==> config.mk <==
export PLATFORM = sky130hd
export DESIGN_NAME = civil_date_to_epoch_seconds_unit
export DESIGN_NICKNAME = d
export VERILOG_FILES = /design/src/design/cdes_pkg.sv /design/src/design/cdes_front.sv /design/src/design/cdes_back.sv /design/src/design/civil_date_to_epoch_seconds_unit.sv
export VERILOG_INCLUDE_DIRS = /design/src /design/src/design
export SDC_FILE = /design/constraint.sdc
export NUM_CORES = 1
export LEC_CHECK = 0
export BUFFER_PORTS_ARGS = -buffer_cell sky130_fd_sc_hd__clkbuf_2
export CAP_MARGIN = 20
export CORE_MARGIN = 3
export CORE_UTILIZATION = 50
export CTS_CLUSTER_SIZE = 12
export DETAILED_ROUTE_END_ITERATION = 7
export PLACE_DENSITY = 0.76
export SYNTH_ARGS = -nofsm -noshare
export SYNTH_HDL_FRONTEND = slang
export SYNTH_SLANG_ARGS = --single-unit
==> constraint.sdc <==
create_clock -name clock -period 11.43 [get_ports clock]
set_input_delay 0 -clock clock [delete_from_list [all_inputs] [get_ports clock]]
set_output_delay 0 -clock clock [all_outputs]
set_load 0.005 [all_outputs]
==> src/design/civil_date_to_epoch_seconds_unit_defines.svh <==
// assertion macros for the calendar date to epoch seconds unit
`ifndef CIVIL_DATE_TO_EPOCH_SECONDS_UNIT_DEFINES_SVH
`define CIVIL_DATE_TO_EPOCH_SECONDS_UNIT_DEFINES_SVH

`ifndef SYNTHESIS

// same-cycle implication
`define CDES_ASSERT_IMPL(label, clk, rst, ante, cons) \
   label: assert property (@(posedge clk) disable iff (rst) (ante) |-> (cons)) \
      else $error("assertion failed");

// next-cycle implication
`define CDES_ASSERT_NEXT(label, clk, rst, ante, cons) \
   label: assert property (@(posedge clk) disable iff (rst) (ante) |=> (cons)) \
      else $error("assertion failed");

`else

`define CDES_ASSERT_IMPL(label, clk, rst, ante, cons)
`define CDES_ASSERT_NEXT(label, clk, rst, ante, cons)

`endif

`endif

==> src/design/cdes_pkg.sv <==
package cdes_pkg;

   localparam int YEAR_MIN = 1970;
   localparam int YEAR_MAX = 9999;
   localparam int MONTH_MAX = 11;
   localparam int MONTH_FEB = 1;
   localparam int DAYS_PER_YEAR = 365;
   localparam int MINUTES_PER_HOUR = 60;
   localparam int SECONDS_PER_MINUTE = 60;
   localparam int SECONDS_PER_DAY = 24 * 60 * 60;

   // floor(b / 100) = (b * DIV100_MULT) >> DIV100_SHIFT, exact for b below 43690
   localparam int DIV100_MULT = 5243;
   localparam int DIV100_SHIFT = 19;

   // leap days counted up to the year before the epoch
   localparam int LEAP_BASE = (YEAR_MIN - 1) / 4 - (YEAR_MIN - 1) / 100
                              + (YEAR_MIN - 1) / 400;

   localparam int NUM_STAGES = 5;

   typedef struct packed {
      logic [21:0] year_days;
      logic [10:0] leap_count;
      logic [8:0]  month_days;
      logic [4:0]  day_of_month;
      logic [10:0] minute_of_day;
      logic [5:0]  sec_of_minute;
   } front_out_type;

   function automatic logic [8:0] days_before_month(input logic [3:0] month);
      logic [8:0] days;
      case (month)
         4'd0:    days = 9'd0;
         4'd1:    days = 9'd31;
         4'd2:    days = 9'd59;
         4'd3:    days = 9'd90;
         4'd4:    days = 9'd120;
         4'd5:    days = 9'd151;
         4'd6:    days = 9'd181;
         4'd7:    days = 9'd212;
         4'd8:    days = 9'd243;
         4'd9:    days = 9'd273;
         4'd10:   days = 9'd304;
         default: days = 9'd334;
      endcase
      return days;
   endfunction

endpackage

==> src/design/cdes_front.sv <==
module cdes_front (
   input  logic                      clock,
   input  logic [1:0]                stage_ld,
   input  logic [13:0]               year,
   input  logic [3:0]                month,
   input  logic [4:0]                day_of_month,
   input  logic [4:0]                hour,
   input  logic [5:0]                minute,
   input  logic [5:0]                second,
   output cdes_pkg::front_out_type   front_out
);

   // stage 1: clamp, year minus one, reciprocal product for the divide by 100
   logic [13:0] year_clamped;
   logic [13:0] s1_prev_year_in, s1_prev_year_ff;
   logic [12:0] s1_year_off_in, s1_year_off_ff;
   logic [25:0] s1_prod_in, s1_prod_ff;
   logic [3:0]  s1_month_in, s1_month_ff;
   logic [4:0]  s1_dom_ff;
   logic [4:0]  s1_hour_ff;
   logic [5:0]  s1_minute_ff;
   logic [5:0]  s1_second_ff;

   always_comb begin
      if (year < 14'(cdes_pkg::YEAR_MIN)) begin
         year_clamped = 14'(cdes_pkg::YEAR_MIN);
      end else if (year > 14'(cdes_pkg::YEAR_MAX)) begin
         year_clamped = 14'(cdes_pkg::YEAR_MAX);
      end else begin
         year_clamped = year;
      end
      if (month > 4'(cdes_pkg::MONTH_MAX)) begin
         s1_month_in = 4'(cdes_pkg::MONTH_MAX);
      end else begin
         s1_month_in = month;
      end
      s1_prev_year_in = year_clamped - 14'd1;
      s1_year_off_in  = 13'(year_clamped - 14'(cdes_pkg::YEAR_MIN));
      s1_prod_in      = 26'(s1_prev_year_in) * 26'(cdes_pkg::DIV100_MULT);
   end

   always_ff @(posedge clock) begin
      if (stage_ld[0]) begin
         s1_prev_year_ff <= s1_prev_year_in;
         s1_year_off_ff  <= s1_year_off_in;
         s1_prod_ff      <= s1_prod_in;
         s1_month_ff     <= s1_month_in;
         s1_dom_ff       <= day_of_month;
         s1_hour_ff      <= hour;
         s1_minute_ff    <= minute;
         s1_second_ff    <= second;
      end
   end

   // stage 2: leap count and flag, year and month day counts, minute of day
   logic [6:0]  q100;
   logic [4:0]  q400;
   logic [11:0] q4;
   logic [13:0] rem_wide;
   logic [6:0]  r100;
   logic        is_leap;
   logic [12:0] leap_wide;
   cdes_pkg::front_out_type s2_in, s2_ff;

   always_comb begin
      q100     = s1_prod_ff[cdes_pkg::DIV100_SHIFT +: 7];
      q400     = q100[6:2];
      q4       = s1_prev_year_ff[13:2];
      rem_wide = s1_prev_year_ff - 14'(q100) * 14'd100;
      r100     = rem_wide[6:0];
      // the year itself is leap when year minus one ends in 3 mod 4,
      // and the century test runs on year minus one as well
      is_leap  = (s1_prev_year_ff[1:0] == 2'b11) &&
                 ((r100 != 7'd99) || (q100[1:0] == 2'b11));
      leap_wide = 13'(q4) + 13'(q400) - 13'(q100) - 13'(cdes_pkg::LEAP_BASE);

      s2_in.year_days     = 22'(s1_year_off_ff) * 22'(cdes_pkg::DAYS_PER_YEAR);
      s2_in.leap_count    = leap_wide[10:0];
      s2_in.month_days    = cdes_pkg::days_before_month(s1_month_ff) +
                            9'(is_leap && (s1_month_ff > 4'(cdes_pkg::MONTH_FEB)));
      s2_in.day_of_month  = s1_dom_ff;
      s2_in.minute_of_day = 11'(s1_hour_ff) * 11'(cdes_pkg::MINUTES_PER_HOUR) +
                            11'(s1_minute_ff);
      s2_in.sec_of_minute = s1_second_ff;
   end

   always_ff @(posedge clock) begin
      if (stage_ld[1]) begin
         s2_ff <= s2_in;
      end
   end

   assign front_out = s2_ff;

endmodule

==> src/design/cdes_back.sv <==
module cdes_back (
   input  logic                     clock,
   input  logic [2:0]               stage_ld,
   input  cdes_pkg::front_out_type  front_out,
   output logic [37:0]              epoch_seconds
);

   // stage 3: day count plus one (never negative) and seconds of the day
   logic [21:0] s3_days_p1_in, s3_days_p1_ff;
   logic [16:0] s3_tod_in, s3_tod_ff;

   always_comb begin
      s3_days_p1_in = front_out.year_days + 22'(front_out.leap_count) +
                      22'(front_out.month_days) + 22'(front_out.day_of_month);
      s3_tod_in     = 17'(front_out.minute_of_day) * 17'(cdes_pkg::SECONDS_PER_MINUTE) +
                      17'(front_out.sec_of_minute);
   end

   always_ff @(posedge clock) begin
      if (stage_ld[0]) begin
         s3_days_p1_ff <= s3_days_p1_in;
         s3_tod_ff     <= s3_tod_in;
      end
   end

   // stage 4: whole days to seconds; day minus one only for day zero of 1970
   logic [37:0] s4_day_sec_in, s4_day_sec_ff;
   logic        s4_neg_day_in, s4_neg_day_ff;
   logic [16:0] s4_tod_ff;

   always_comb begin
      s4_neg_day_in = (s3_days_p1_ff == 22'd0);
      s4_day_sec_in = 38'(s3_days_p1_ff - 22'd1) * 38'(cdes_pkg::SECONDS_PER_DAY);
   end

   always_ff @(posedge clock) begin
      if (stage_ld[1]) begin
         s4_day_sec_ff <= s4_day_sec_in;
         s4_neg_day_ff <= s4_neg_day_in;
         s4_tod_ff     <= s3_tod_ff;
      end
   end

   // stage 5: final sum, saturating at zero before the epoch
   logic [37:0] s5_epoch_in, s5_epoch_ff;

   always_comb begin
      if (s4_neg_day_ff) begin
         if (s4_tod_ff > 17'(cdes_pkg::SECONDS_PER_DAY)) begin
            s5_epoch_in = 38'(s4_tod_ff - 17'(cdes_pkg::SECONDS_PER_DAY));
         end else begin
            s5_epoch_in = 38'd0;
         end
      end else begin
         s5_epoch_in = s4_day_sec_ff + 38'(s4_tod_ff);
      end
   end

   always_ff @(posedge clock) begin
      if (stage_ld[2]) begin
         s5_epoch_ff <= s5_epoch_in;
      end
   end

   assign epoch_seconds = s5_epoch_ff;

endmodule

==> src/design/civil_date_to_epoch_seconds_unit.sv <==
// Converts one broken-down UTC date and time of day into seconds since
// 1970-01-01 00:00:00 UTC. Years are clamped to 1970..9999 and the month
// index to 0..11; day, hour, minute and second are used at full weight
// without range checks, and a result that would fall before the epoch
// reads as zero. The unit is a five-stage pipeline: a transaction is
// accepted every cycle that req_ready is high and its result comes out
// on the rsp_ channel. Each stage holds its data while the stage after
// it is full and stalled, so a stalled result does not stop the upstream
// stages from filling their empty slots; req_ready drops only once all
// five stages hold a transaction and the output is not being taken.

`include "civil_date_to_epoch_seconds_unit_defines.svh"

module civil_date_to_epoch_seconds_unit (
   input  logic        clock,
   input  logic        reset,
   input  logic        req_valid,
   output logic        req_ready,
   input  logic [13:0] req_year,
   input  logic [3:0]  req_month,
   input  logic [4:0]  req_day_of_month,
   input  logic [4:0]  req_hour,
   input  logic [5:0]  req_minute,
   input  logic [5:0]  req_second,
   output logic        rsp_valid,
   input  logic        rsp_ready,
   output logic [37:0] rsp_epoch_seconds
);

   localparam int NS = cdes_pkg::NUM_STAGES;

   // one valid bit per stage, travelling with the data
   logic [NS-1:0] valid_ff;
   logic [NS-1:0] valid_in;
   // per-stage load: a stage takes new data when empty or when it moves on
   logic [NS-1:0] stage_ld;

   always_comb begin
      stage_ld[NS-1] = !valid_ff[NS-1] || rsp_ready;
      for (int k = NS - 2; k >= 0; k--) begin
         stage_ld[k] = !valid_ff[k] || stage_ld[k+1];
      end
   end

   always_comb begin
      valid_in = valid_ff;
      if (stage_ld[0]) begin
         valid_in[0] = req_valid;
      end
      for (int k = 1; k < NS; k++) begin
         if (stage_ld[k]) begin
            valid_in[k] = valid_ff[k-1];
         end
      end
   end

   always_ff @(posedge clock) begin
      if (reset) begin
         valid_ff <= '0;
      end else begin
         valid_ff <= valid_in;
      end
   end

   assign req_ready = stage_ld[0];
   assign rsp_valid = valid_ff[NS-1];

   // year split, leap count and day tables
   cdes_pkg::front_out_type front_out;

   cdes_front u_front (
      .clock        (clock),
      .stage_ld     (stage_ld[1:0]),
      .year         (req_year),
      .month        (req_month),
      .day_of_month (req_day_of_month),
      .hour         (req_hour),
      .minute       (req_minute),
      .second       (req_second),
      .front_out    (front_out)
   );

   // day total, seconds scaling and final sum into the output register
   cdes_back u_back (
      .clock         (clock),
      .stage_ld      (stage_ld[NS-1:2]),
      .front_out     (front_out),
      .epoch_seconds (rsp_epoch_seconds)
   );

   // an empty output stage leaves the whole pipe free to take input
   `CDES_ASSERT_IMPL(a_ready_when_out_free, clock, reset, !rsp_valid, req_ready)
   // an accepted transaction lands in the first stage
   `CDES_ASSERT_NEXT(a_accept_fills_first, clock, reset, req_valid && req_ready, valid_ff[0])
   // a full pipe with a stalled output refuses input
   `CDES_ASSERT_IMPL(a_full_stall_blocks, clock, reset, (&valid_ff) && !rsp_ready, !req_ready)

endmodule
Word level (Yosys, flattened, before mapping) --
Memories as Yosys holds them, arrays and structs flattened. A register that Yosys moved wholly into a read port is not among the register bits. Cells that the tools add are included.
Storage, ports and cells: register bits after elaboration 273, bits in read-only memories 144, input bits 44, output and inout port bits 40, logic and storage cells 75, memories kept 1
Cells by class: add/sub/neg operators 15, multiply operators 6, magnitude comparators 5, equality and inequality tests 3, muxes and demuxes 6, reduce and logical (&&, ||, !) cells 14
Memory list:
- (name not given) | words 16, bits a word 9, rd ports 1, clocked after Yosys merged registers in 1, wr ports 0, RTL line cdes_pkg.sv:33 | case (month)
Operator list (count):
- 2-to-1 mux 38 bit | 2
- adder 38 x 17 -> 38 bit | 1
- multiplier 38 x 10 -> 31 bit, second input constant | 1
- 2-to-1 mux 14 bit | 2
- multiplier 14 x 13 -> 26 bit, second input constant | 1
- subtractor 22 x 1 -> 23 bit, second input constant | 1
- adder 22 x 11 -> 22 bit | 1
- adder 22 x 5 -> 22 bit | 1
- adder 22 x 9 -> 22 bit | 1
- logical NOT 22 bit | 1
- multiplier 13 x 9 -> 22 bit, second input constant | 1
- subtractor 17 x 17 -> 18 bit, second input constant | 1
- adder 17 x 6 -> 17 bit | 1
- greater-than comparator 17 bit, second input constant | 1
- multiplier 11 x 4 -> 15 bit, second input constant | 1
- greater-than comparator 14 bit, second input constant | 1
- < comparator 14 x 11 -> 1 bit, second input constant | 1
- subtractor 14 x 1 -> 14 bit, second input constant | 1
- subtractor 13 x 11 -> 13 bit, second input constant | 1
- adder 11 x 5 -> 11 bit | 1
- adder 11 x 6 -> 11 bit | 1
- subtractor 11 x 7 -> 11 bit | 1
- subtractor 11 x 9 -> 11 bit, second input constant | 1
- adder 9 x 1 -> 9 bit | 1
- 11 further kinds | 23

Depth between registers and ports, before layout --
Gate-level depths: netlist of run 1.
word-level depth 7, mapped depth 36, depth with buffers taken out 34

By module --
A second synthesis of run 1 with hierarchy kept.
Second synthesis, totals: cell total of the unflattened synthesis 2306, area total of the unflattened synthesis 24484.7 um^2
By module, submodules not included:
- cdes_front | instances 1, cells each 1118, area each 12145.4 um^2, seq. area each 3873.7 um^2
- cdes_back | instances 1, cells each 1166, area each 12127.9 um^2, seq. area each 3783.6 um^2
- civil_date_to_epoch_seconds_unit | instances 1, cells each 22, area each 211.5 um^2, seq. area each 100.1 um^2

Worst setup path before layout of run 1 --
Ideal clock, no wire load.
path kind input to register, start input port req_year[6], end register u_front.s1_prod_ff[25], data pin, setup time 0.260 ns, arrival time 7.868 ns, data required time 11.170 ns, path slack 3.302 ns, cell stages on the path 29, buffers on the path 2, path through clkbuf_1 > o41ai_1 > a21boi_0 > clkbuf_1 > o21ai_0 > ha_1 > or4b_1 > or4_1 > or4_1 > nor4_1 > xnor2_1 > nor2_1 > ha_1 > fa_1 > fa_1 > fa_1 > inv_1 > fa_1 > inv_1 > ha_1 > o21a_1 > o21a_1 > o21a_1 > o21ai_0 > a211oi_1 > o21ai_0 > a21oi_1 > a21oi_1 > xnor2_1
Between the ends: cells in the longest elaborated chain, start to end 5, elaborated cells on any way between the ends 6
RTL lines:
- start: declaration | RTL line civil_date_to_epoch_seconds_unit.sv:19 | input logic [13:0] req_year,
- greater-than comparator 14 bit | RTL line cdes_front.sv:27 | end else if (year > 14'(cdes_pkg::YEAR_MAX)) begin
- 2-to-1 mux 14 bit | RTL line cdes_front.sv:27
- 2-to-1 mux 14 bit * | RTL line cdes_front.sv:25 | if (year < 14'(cdes_pkg::YEAR_MIN)) begin
- subtractor 14 x 1 -> 14 bit * | RTL line cdes_front.sv:37 | s1_prev_year_in = year_clamped - 14'd1;
- via u_front.s1_prev_year_in[0] | RTL line cdes_front.sv:15 | logic [13:0] s1_prev_year_in, s1_prev_year_ff;
- multiplier 14 x 13 -> 26 bit * | RTL line cdes_front.sv:39 | s1_prod_in = 26'(s1_prev_year_in) * 26'(cdes_pkg::DIV100_MULT);
- via u_front.s1_prod_in[25] | RTL line cdes_front.sv:17 | logic [25:0] s1_prod_in, s1_prod_ff;
- end signal: assignment | RTL line cdes_front.sv:46 | s1_prod_ff <= s1_prod_in;
- end: declaration | RTL line cdes_front.sv:17
Mark *: on every way through the listed nets, which the timed path passes. The rest lies on a longest branch. A chain may end at the register's enable or synchronous reset.

Final worst setup path of run 1 --
start input port req_year[7], end register u_front.s1_prod_ff[25], data pin
Same word-level chain as after synthesis.

==> results of run 1 <==
## cell usage after synthesis (all sizes together), types with 3 or more instances
cell type,n,area [sq um]
a2111oi,4,35.0
nor3b,5,37.5
a211o,4,35.0
a211oi,11,82.6
o211ai,5,37.5
nor4b,3,26.3
a31o,3,26.3
nand2b,16,100
o21ai,76,384
xnor2,139,1220
fa,210,4200
nand3,30,150
a21boi,6,45.0
or2,9,56.3
a311oi,7,61.3
nor2,88,330
o41ai,5,43.8
nor2b,13,81.3
clkbuf,21,78.8
ha,330,4130
nand4,7,43.8
or3,15,108
or4,7,62.6
edfxtp,249,7480
inv,470,1760
mux2,3,33.8
nor3,28,140
and3,16,100
o21a,21,158
a21o,37,278
nand2,95,357
o21bai,11,82.6
dfxtp,14,280
o22ai,7,43.8
mux2i,6,60.1
nor4,5,31.3
a31oi,7,43.8
and2,14,87.6
a21oi,93,465
xor2,70,613
nand3b,5,37.5
## worst max-delay path by stage
stage                start                     end  slack, ns  cells after the start
6_report       req_year[7]  u_front.s1_prod_ff[25]       2.55                     30
5_1_grt        req_year[7]  u_front.s1_prod_ff[25]       1.79                     30
4_1_cts        req_year[7]  u_front.s1_prod_ff[23]       2.53                     30
3_5_place_dp   req_year[7]  u_front.s1_prod_ff[25]       2.48                     29
3_3_place_gp   req_year[7]  u_front.s1_prod_ff[25]       2.57                     29
2_1_floorplan  req_year[6]  u_front.s1_prod_ff[25]       3.30                     29
## state kept, by name, indices dropped and copies added (netlist names), 5 cells and up, named ones only
signal and cells:
u_front.front_out 64, u_back.epoch_seconds 38, u_back.s4_day_sec_ff 31, u_back.s3_days_p1_ff 22
u_back.s3_tod_ff 17, u_back.s4_tod_ff 17, u_front.s1_year_off_ff 13, u_front.s1_prev_year_ff 12
u_front.s1_prod_ff 8, u_front.s1_minute_ff 6, u_front.s1_second_ff 6, u_front.s1_dom_ff 5
u_front.s1_hour_ff 5, valid_ff 5
## worst max-delay path, delay by kind of cell
kind	cells	cell delay (ns)
AOI/OAI and AO/OA	11	2.62
adders and majority gates	7	3.02
buffers and inverters	5	0.99
xor gates and xnor gates	2	0.19
and+or+nand+nor	5	2.36
## per-layer routing
layer  wire length (microns)  GRT usage  vias to the layer above
li1                        -          -                     7557
met2                   22300      0.331                      226
met5                       0          0                        -
met1                   17500      0.207                     7245
met4                    1000     0.0486                        0
met3                    1310     0.0182                       69
## through the flow
stage / hold WS, ns / worst slack, ns
2_1_floorplan: 0.0691 / 3.30
3_3_place_gp: 0.178 / 2.57
3_5_place_dp: 0.179 / 2.48
4_1_cts: 0.00198 / 2.53
5_1_grt: 0.0413 / 1.79
6_report: 0.0354 / 2.55
## placed cells by master (no fill, tap or decap), types with 6 or more instances in the layout
cell type and instances:
clkbuf_1 10, o21ai_0 75, buf_4 10, a21boi_0 6
clkbuf_2 83, dlygate4sd3_1 40, edfxtp_1 249, nand4_1 7
fa_1 210, nand2b_1 16, o21bai_1 11, dfxtp_1 14
a21oi_1 93, ha_1 330, o21a_1 21, nor3_1 28
and3_1 16, mux2i_1 6, nor2b_1 13, nand2_1 93
nand3_1 30, xor2_1 70, or3_1 10, clkbuf_16 29
a311oi_1 7, xnor2_1 139, a211oi_1 11, a21o_1 37
o22ai_1 7, a31oi_1 7, and2_1 14, nor2_1 88
or2_2 9, inv_1 469
## cell type report
class | count | area share
tap | 607 | 0.0291
multi-input combinational | 1430 | 0.537
clock inverter | 12 | 0.00494
timing repair buffer | 134 | 0.0349
clock buffer | 40 | 0.0298
sequential | 263 | 0.297
inverter | 470 | 0.0676
## logic make-up after synthesis
logic type,Yosys count
muxes,9
AOI/OAI and AO/OA,311
xor gates and xnor gates,209
adders and majority gates,540
DFF,263
and+or+nand+nor,361
buffers and inverters,492
## timing repair
action,CTS,global route
setup endpoints to repair,0,0
hold buffers,40,0
hold endpoints to repair,39,0
==> impl_metrics.ini, run 1 <==
[die]
start_util = 0.507
placeableCoreArea_sq_um = 46600
fp-row-count = 79
io_pins = 84
fp.dieArea_sq_um = 49900
fp.dieH_microns = 223
fp.dieW_microns = 223

[clocking]
insertion_delay_ns = 0.57
cts_tree = done
clockBufferDepth = 3
root_buffer = clkbuf_16
clk_pin_slew_ns = 0.06
cts_resized = 0
cts_buffers = 29
cts_setup_buffers = 0
htreeDepth = 1
clkSinkCount = 263

[synthesis]
synth-simple-area-share = 0.0761
synth_top_family_by_area = adder cells
synth_area_sq_um = 23600
synth_nets = 2769
synth_mux_area_frac = 0.00397
synth_compound_area_frac = 0.0825
avgSynthCellArea_sq_um = 10.8
synth_edf_count = 249
ys_seq_area_frac = 0.329
postSynth.asyncResetShare = 0
synth_fa_ha_area_frac = 0.353
synth-main-ff-cell = edfxtp_1
synthDistinctLibCells = 63
netlist_instances = 2185
synth-warning-count = 0
synth-seq-cells = 263
synth_xor_area_frac = 0.0775

[layout]
post_route_cells_drive_above_1_share = 0.0685
final-seq-area_sq_um = 7760
fin_area_sq_um = 26100
fin_cells = 2956
multi_input_area_sq_um = 14000
area_growth_pct = 10.5
fin_util = 0.561
fillers = 3859
diodes = 0
nets = 2912

[hold_path]
min_from = req_year[2]
min_to = u_front.s1_year_off_ff[4]
holdPathStages = 4
holdCritPathClass = in2reg

[worst_setup_path]
max_stage_delay_ns = 0.70
cp_slowest_cell = o21ai_0
crit_type = in2reg
crit_top_cell = fa_1
r2r_start = u_back.s3_days_p1_ff[8]
crit_fanout = 11
critPathArrivalTime_ns = 9.20
r2r_end = u_back.s4_day_sec_ff[37]
rrSetupSlack_ns = 4.24
cp-end-kind = flop
startpoint_type = input port
cp.required_ns = 11.75
rr_worst_depth = 24

[global_route]
grt_pass1_vias = 15900
grt_antenna_before_repair = 0
grt_usage = 0.174
grt_pass1_wl_microns = 72900
overflow = 0
grt_max_degree = 63

[placed_design]
dp_hpwl_microns = 35100
placedCellCount = 2863
port_buffers = 83
gp_congestion = 0.854
dpl_cell_area_sq_um = 24800

[sta]
timing.final.crit_share = 0.777
worst_slew_pin_slew_ns = 1.03
finClkSkew_ns = 0.0200
tns_ns = 0
period_minus_slack_ns = 8.88
setup_viol = 0
rsz0062_at_grt = no
maxSlewHeadroom = 0.309
finalHoldViolCount = 0
max_freq_mhz = 113
drv_slew = 0

[run]
maxCapViolations = 0

[run_status]
status = finished, final reports clean

[detailed_routing]
drtIter0Drc = 765
ant_nets = 0
drt_wl_total_microns = 42100
vias = 15100
first_pass_iters = 5
drc_errors = 0
vias_per_cell = 5.11
wl_per_cell_microns = 14.2
Power of run 1 is left out: the tool's default activity adds up to more than one toggle a clock period on the data nets, which glitch-free logic cannot reach.
==> run 2: changes to the inputs <==
--- a/config.mk
+++ b/config.mk
@@ -12,7 +12,7 @@
 export CORE_UTILIZATION = 50
 export CTS_CLUSTER_SIZE = 12
 export DETAILED_ROUTE_END_ITERATION = 7
-export PLACE_DENSITY = 0.76
+export PLACE_DENSITY = 0.78
 export SYNTH_ARGS = -nofsm -noshare
 export SYNTH_HDL_FRONTEND = slang
 export SYNTH_SLANG_ARGS = --single-unit
==> constraint.sdc (replaced) <==
create_clock -name clock -period 7.3 [get_ports clock]
set_input_delay 0 -clock clock [delete_from_list [all_inputs] [get_ports clock]]
set_output_delay 0 -clock clock [all_outputs]
set_load 0.005 [all_outputs]
==> run 2 against run 1 <==
Compared with the run above:
- wire length grew 6.3%
- non-clock buffer count grew 40
- register-to-register slack got worse by 3.8 ns
- via count up 2.5%
- worst setup slack worse by 2.2 ns
- global-route usage grew 0.84 points
- cell count up 1.4%
==> impl_metrics.ini, run 2 (synthesized netlist as in run 1, its figures left out) <==
[sta]
tns_ns = 0
drv_slew = 0
period_minus_slack_ns = 6.99
setup_viol = 0
finClkSkew_ns = 0.0125
holdWs_ns = 0.0467
finalHoldViolCount = 0
max_freq_mhz = 143
maxSlewHeadroom = 0.436
worst_slew_pin_slew_ns = 0.822
timing.final.crit_share = 0.958

[placed_design]
dp_hpwl_microns = 36200
gp_congestion = 0.869
port_buffers = 83

[detailed_routing]
vias = 15500
ant_nets = 0
vias_per_cell = 5.16
drtIter0Drc = 750
wl_per_cell_microns = 14.9
drt_wl_total_microns = 44700
first_pass_iters = 5
drc_errors = 0

[die]
fp.dieArea_sq_um = 49900
fp.dieW_microns = 223
io_pins = 84
start_util = 0.507
placeableCoreArea_sq_um = 46600
fp-row-count = 79
fp.dieH_microns = 223

[hold_path]
min_to = u_front.s1_year_off_ff[10]
min_from = req_year[10]
holdPathStages = 4
holdCritPathClass = in2reg

[global_route]
grt_max_degree = 65
grt_pass1_wl_microns = 76500
overflow = 0
grt_usage = 0.182
use_met2 = 0.340
grt_pass1_vias = 16300
grt_antenna_before_repair = 0
busiest_layer = met2
met3_usage = 0.0178
use_met1 = 0.224

[layout]
fillers = 3659
nets = 2952
post_route_cells_drive_above_1_share = 0.0971
diodes = 0
final_common_cell = inv_1
area_growth_pct = 12.7
final-seq-area_sq_um = 7760
fin_util = 0.571
multi_input_area_sq_um = 14200
final_cell_mix = 468 x inv_1, 328 x ha_1, 249 x edfxtp_1
largest_reg_flops = 64

[worst_setup_path]
max_stage_delay_ns = 0.53
rr_worst_depth = 22
rrSetupSlack_ns = 0.45
r2r_end = u_back.s4_day_sec_ff[37]
crit_top_cell = fa_1
cp_slowest_cell = fa_1
cp.required_ns = 7.62
startpoint_type = input port
r2r_start = u_back.s3_days_p1_ff[2]
cp-end-kind = flop
critPathArrivalTime_ns = 7.32
crit_type = in2reg
crit_fanout = 3

[clocking]
clkSinkCount = 263
cts_buffers = 29
insertion_delay_ns = 0.57
root_buffer = clkbuf_16
clk_pin_slew_ns = 0.07
cts_tree = done
clockBufferDepth = 3
htreeDepth = 1

[run_status]
status = finished, final reports clean

[run]
maxCapViolations = 0
run 2: changes by cell type in the layout (fill, tap and decap cells not counted), sizes merged:
cell and change:
dlymetal6s4s +2, clkbuf +2, bufinv -2, clkinv -3, clkinvlp +1, buf +43, dlygate4sd3 -3
run 2: timing repair:
item	4_1_cts	5_1_grt
gates resized for setup	0	26
endpoints found under the setup margin	0	7
hold buffers	40	0
setup buffers	0	5
endpoints found under the hold margin	36	0
run 2: stage by stage:
stage               area (sq um)  setup slack (ns)  cells
floorplan                  23700           0.00162   2185
global placement           25100            0.0918   2901
detailed placement         25100            -0.113   2901
CTS                        26500            0.0245   2993
global route               26600           -0.0158   2996
finish                     26600             0.308   2996
run 2: routing by layer:
layer | routed length [microns] | part of all wire
met3 | 1480 | 0.033
met1 | 18800 | 0.42
met4 | 1160 | 0.026
met2 | 23300 | 0.52
met5 | 0 | 0
run 2: layout make-up:
cell class,count,area share
Inverter,470,0.0663
Tap cell,607,0.0285
Clock buffer,44,0.0321
Multi-Input combinational cell,1430,0.533
Clock inverter,8,0.00235
Timing Repair Buffer,174,0.0460
Sequential cell,263,0.292
run 2: critical path: cells and delay by family:
| kind | cells | cell delay [ns] |
|---|---|---|
| compound gates | 10 | 1.91 |
| fa+ha+maj | 7 | 2.68 |
| buf+inv | 4 | 0.32 |
| xor+xnor | 2 | 0.18 |
| simple gates | 7 | 2.23 |
run 2: worst max-delay path by stage:
stage	startpoint	to	slack [ns]	cells after the start
floorplan	req_year[6]	u_front.s1_prod_ff[25]	0.002	27
CTS	req_year[12]	u_front.s1_prod_ff[25]	0.02	30
global route	req_year[1]	u_front.s1_prod_ff[25]	-0.02	29
global placement	req_year[6]	u_front.s1_prod_ff[25]	0.09	29
detailed placement	req_year[1]	u_front.s1_prod_ff[25]	-0.11	30
finish	req_year[1]	u_front.s1_prod_ff[23]	0.31	30
Power of run 2 is left out for the same reason.
==> run 3: changes to the inputs <==
--- a/config.mk
+++ b/config.mk
@@ -6,7 +6,7 @@
 export SDC_FILE = /design/constraint.sdc
 export NUM_CORES = 1
 export LEC_CHECK = 0
-export BUFFER_PORTS_ARGS = -buffer_cell sky130_fd_sc_hd__clkbuf_2
+export BUFFER_PORTS_ARGS = -buffer_cell sky130_fd_sc_hd__buf_2
 export CAP_MARGIN = 20
 export CORE_MARGIN = 3
 export CORE_UTILIZATION = 50
==> run 3 against run 2 <==
Compared with the run above:
- global-route usage fell by 0.11 points
- final area rose by 0.49%
- worst setup slack got worse by 0.042 ns
- hold slack got worse by 0.021 ns
- critical endpoint is now u_front.s1_prod_ff[25]
- non-clock buffer count rose by 1
- critical path depth fell by 1
- highest routed layer unchanged
- sequential cell count did not move
- clock-buffer cell count did not move
==> impl_metrics.ini, run 3 (synthesized netlist as in run 1, its figures left out) <==
[worst_setup_path]
crit_top_cell = fa_1
cp-end-kind = flop
rr_worst_depth = 23
r2r_end = u_back.s4_day_sec_ff[37]
crit_type = in2reg
cp-startpoint = req_year[1]
cp.required_ns = 7.63
max_stage_delay_ns = 0.60
critPathArrivalTime_ns = 7.36
r2r_start = u_back.s3_days_p1_ff[8]
endpoint = u_front.s1_prod_ff[25]
rrSetupSlack_ns = 0.41
startpoint_type = input port
crit_fanout = 6
cp_slowest_cell = fa_2

[sta]
finalHoldViolCount = 0
finClkSkew_ns = 0.0125
max_freq_mhz = 142
setup_viol = 0
timing.final.crit_share = 0.964
rsz0062_at_grt = no
maxSlewHeadroom = 0.418
period_minus_slack_ns = 7.03
drv_slew = 0
worst_slew_pin_slew_ns = 0.850

[global_route]
grt_pass1_wl_microns = 76200
grt_max_degree = 65
overflow = 0
grt_usage = 0.181
grt_antenna_before_repair = 0
grt_pass1_vias = 16300

[die]
fp.dieW_microns = 223
fp.dieArea_sq_um = 49900
start_util = 0.507
placeableCoreArea_sq_um = 46600
fp.dieH_microns = 223
io_pins = 84
fp-row-count = 79

[detailed_routing]
first_pass_iters = 5
drc_errors = 0
wl_per_cell_microns = 14.8
vias_per_cell = 5.12
drtIter0Drc = 704
vias = 15400
drt_wl_total_microns = 44400
ant_nets = 0

[layout]
largest_reg_flops = 64
fin_area_sq_um = 26700
final_common_cell = inv_1
post_route_cells_drive_above_1_share = 0.0999
final_cell_mix = 468 x inv_1, 328 x ha_1, 249 x edfxtp_1
area_growth_pct = 13.2
diodes = 0
nets = 2954

[placed_design]
port_buffers = 83
dpl_cell_area_sq_um = 25100
dp_hpwl_microns = 36000
gp_congestion = 0.865

[clocking]
clkSinkCount = 263
clk_pin_slew_ns = 0.06
root_buffer = clkbuf_16
cts_tree = done
clockBufferDepth = 3
insertion_delay_ns = 0.58
cts_buffers = 30
htreeDepth = 1

[hold_path]
min_from = req_year[3]
holdCritPathClass = in2reg

[run]
maxCapViolations = 0

[run_status]
status = finished, final reports clean
-- run 3: cell count changes in the layout (fill, tap and decap cells not counted), sizes merged --
cell,before,now
clkinv,3,6
dlymetal6s4s,2,1
bufinv,0,2
clkinvlp,3,1
dlygate4sd3,37,36
buf,54,138
clkbuf,125,44
-- run 3: repair_timing --
item / CTS / global route
hold endpoints to repair: 38 / 0
hold buffers: 38 / 0
setup endpoints to repair: 0 / 9
resized for setup: 0 / 27
buffers inserted: 0 / 6
-- run 3: cell type report --
cell class	count	area, sq um
fill	3707	19800
multi-input combinational	1430	14200
sequential	263	7760
inverter	470	1760
timing repair buffer	175	1220
clock buffer	44	898
tap	607	759
clock inverter	11	135
-- run 3: per-stage QoR --
stage / cells / setup slack [ns] / TNS, ns / hold WS [ns] / util
detailed placement: 2902 / -0.186 / -0.495 / 0.178 / 0.540
global placement: 2902 / 0.0788 / 0 / 0.177 / 0.540
floorplan: 2185 / 0.00162 / 0 / 0.0691 / -
CTS: 2995 / 0.0212 / 0 / 0.00725 / 0.570
finish: 3000 / 0.265 / 0 / 0.0255 / 0.574
global route: 3000 / 0.00936 / 0 / 0.0500 / 0.574
-- run 3: worst min path at each step --
stage                                       to  slack, ns  depth (start not counted)
global route        u_front.s1_year_off_ff[11]       0.05                          3
detailed placement     u_front.s1_second_ff[2]       0.18                          1
finish               u_front.s1_year_off_ff[3]       0.03                          4
global placement       u_front.s1_minute_ff[5]       0.18                          1
CTS                  u_front.s1_year_off_ff[3]      0.007                          4
floorplan                          valid_ff[0]       0.07                          1
-- run 3: worst max-delay path, delay by kind of cell --
kind                     cells  cell delay, ns
adder cells (fa/ha/maj)      6            2.49
XOR/XNOR                     2            0.24
AO/OA/AOI/OAI               10            2.04
AND/OR/NAND/NOR              6            2.06
buffers and inverters        5            0.53
-- run 3: routing by layer --
| layer | vias up | global-route usage | routed length, microns |
|---|---|---|---|
| met5 | - | 0 | 0 |
| met4 | 0 | 0.0461 | 1000 |
| met3 | 83 | 0.0183 | 1290 |
| met2 | 267 | 0.342 | 23300 |
| met1 | 7369 | 0.221 | 18800 |
| li1 | 7637 | - | - |
Power of run 3 is left out for the same reason.
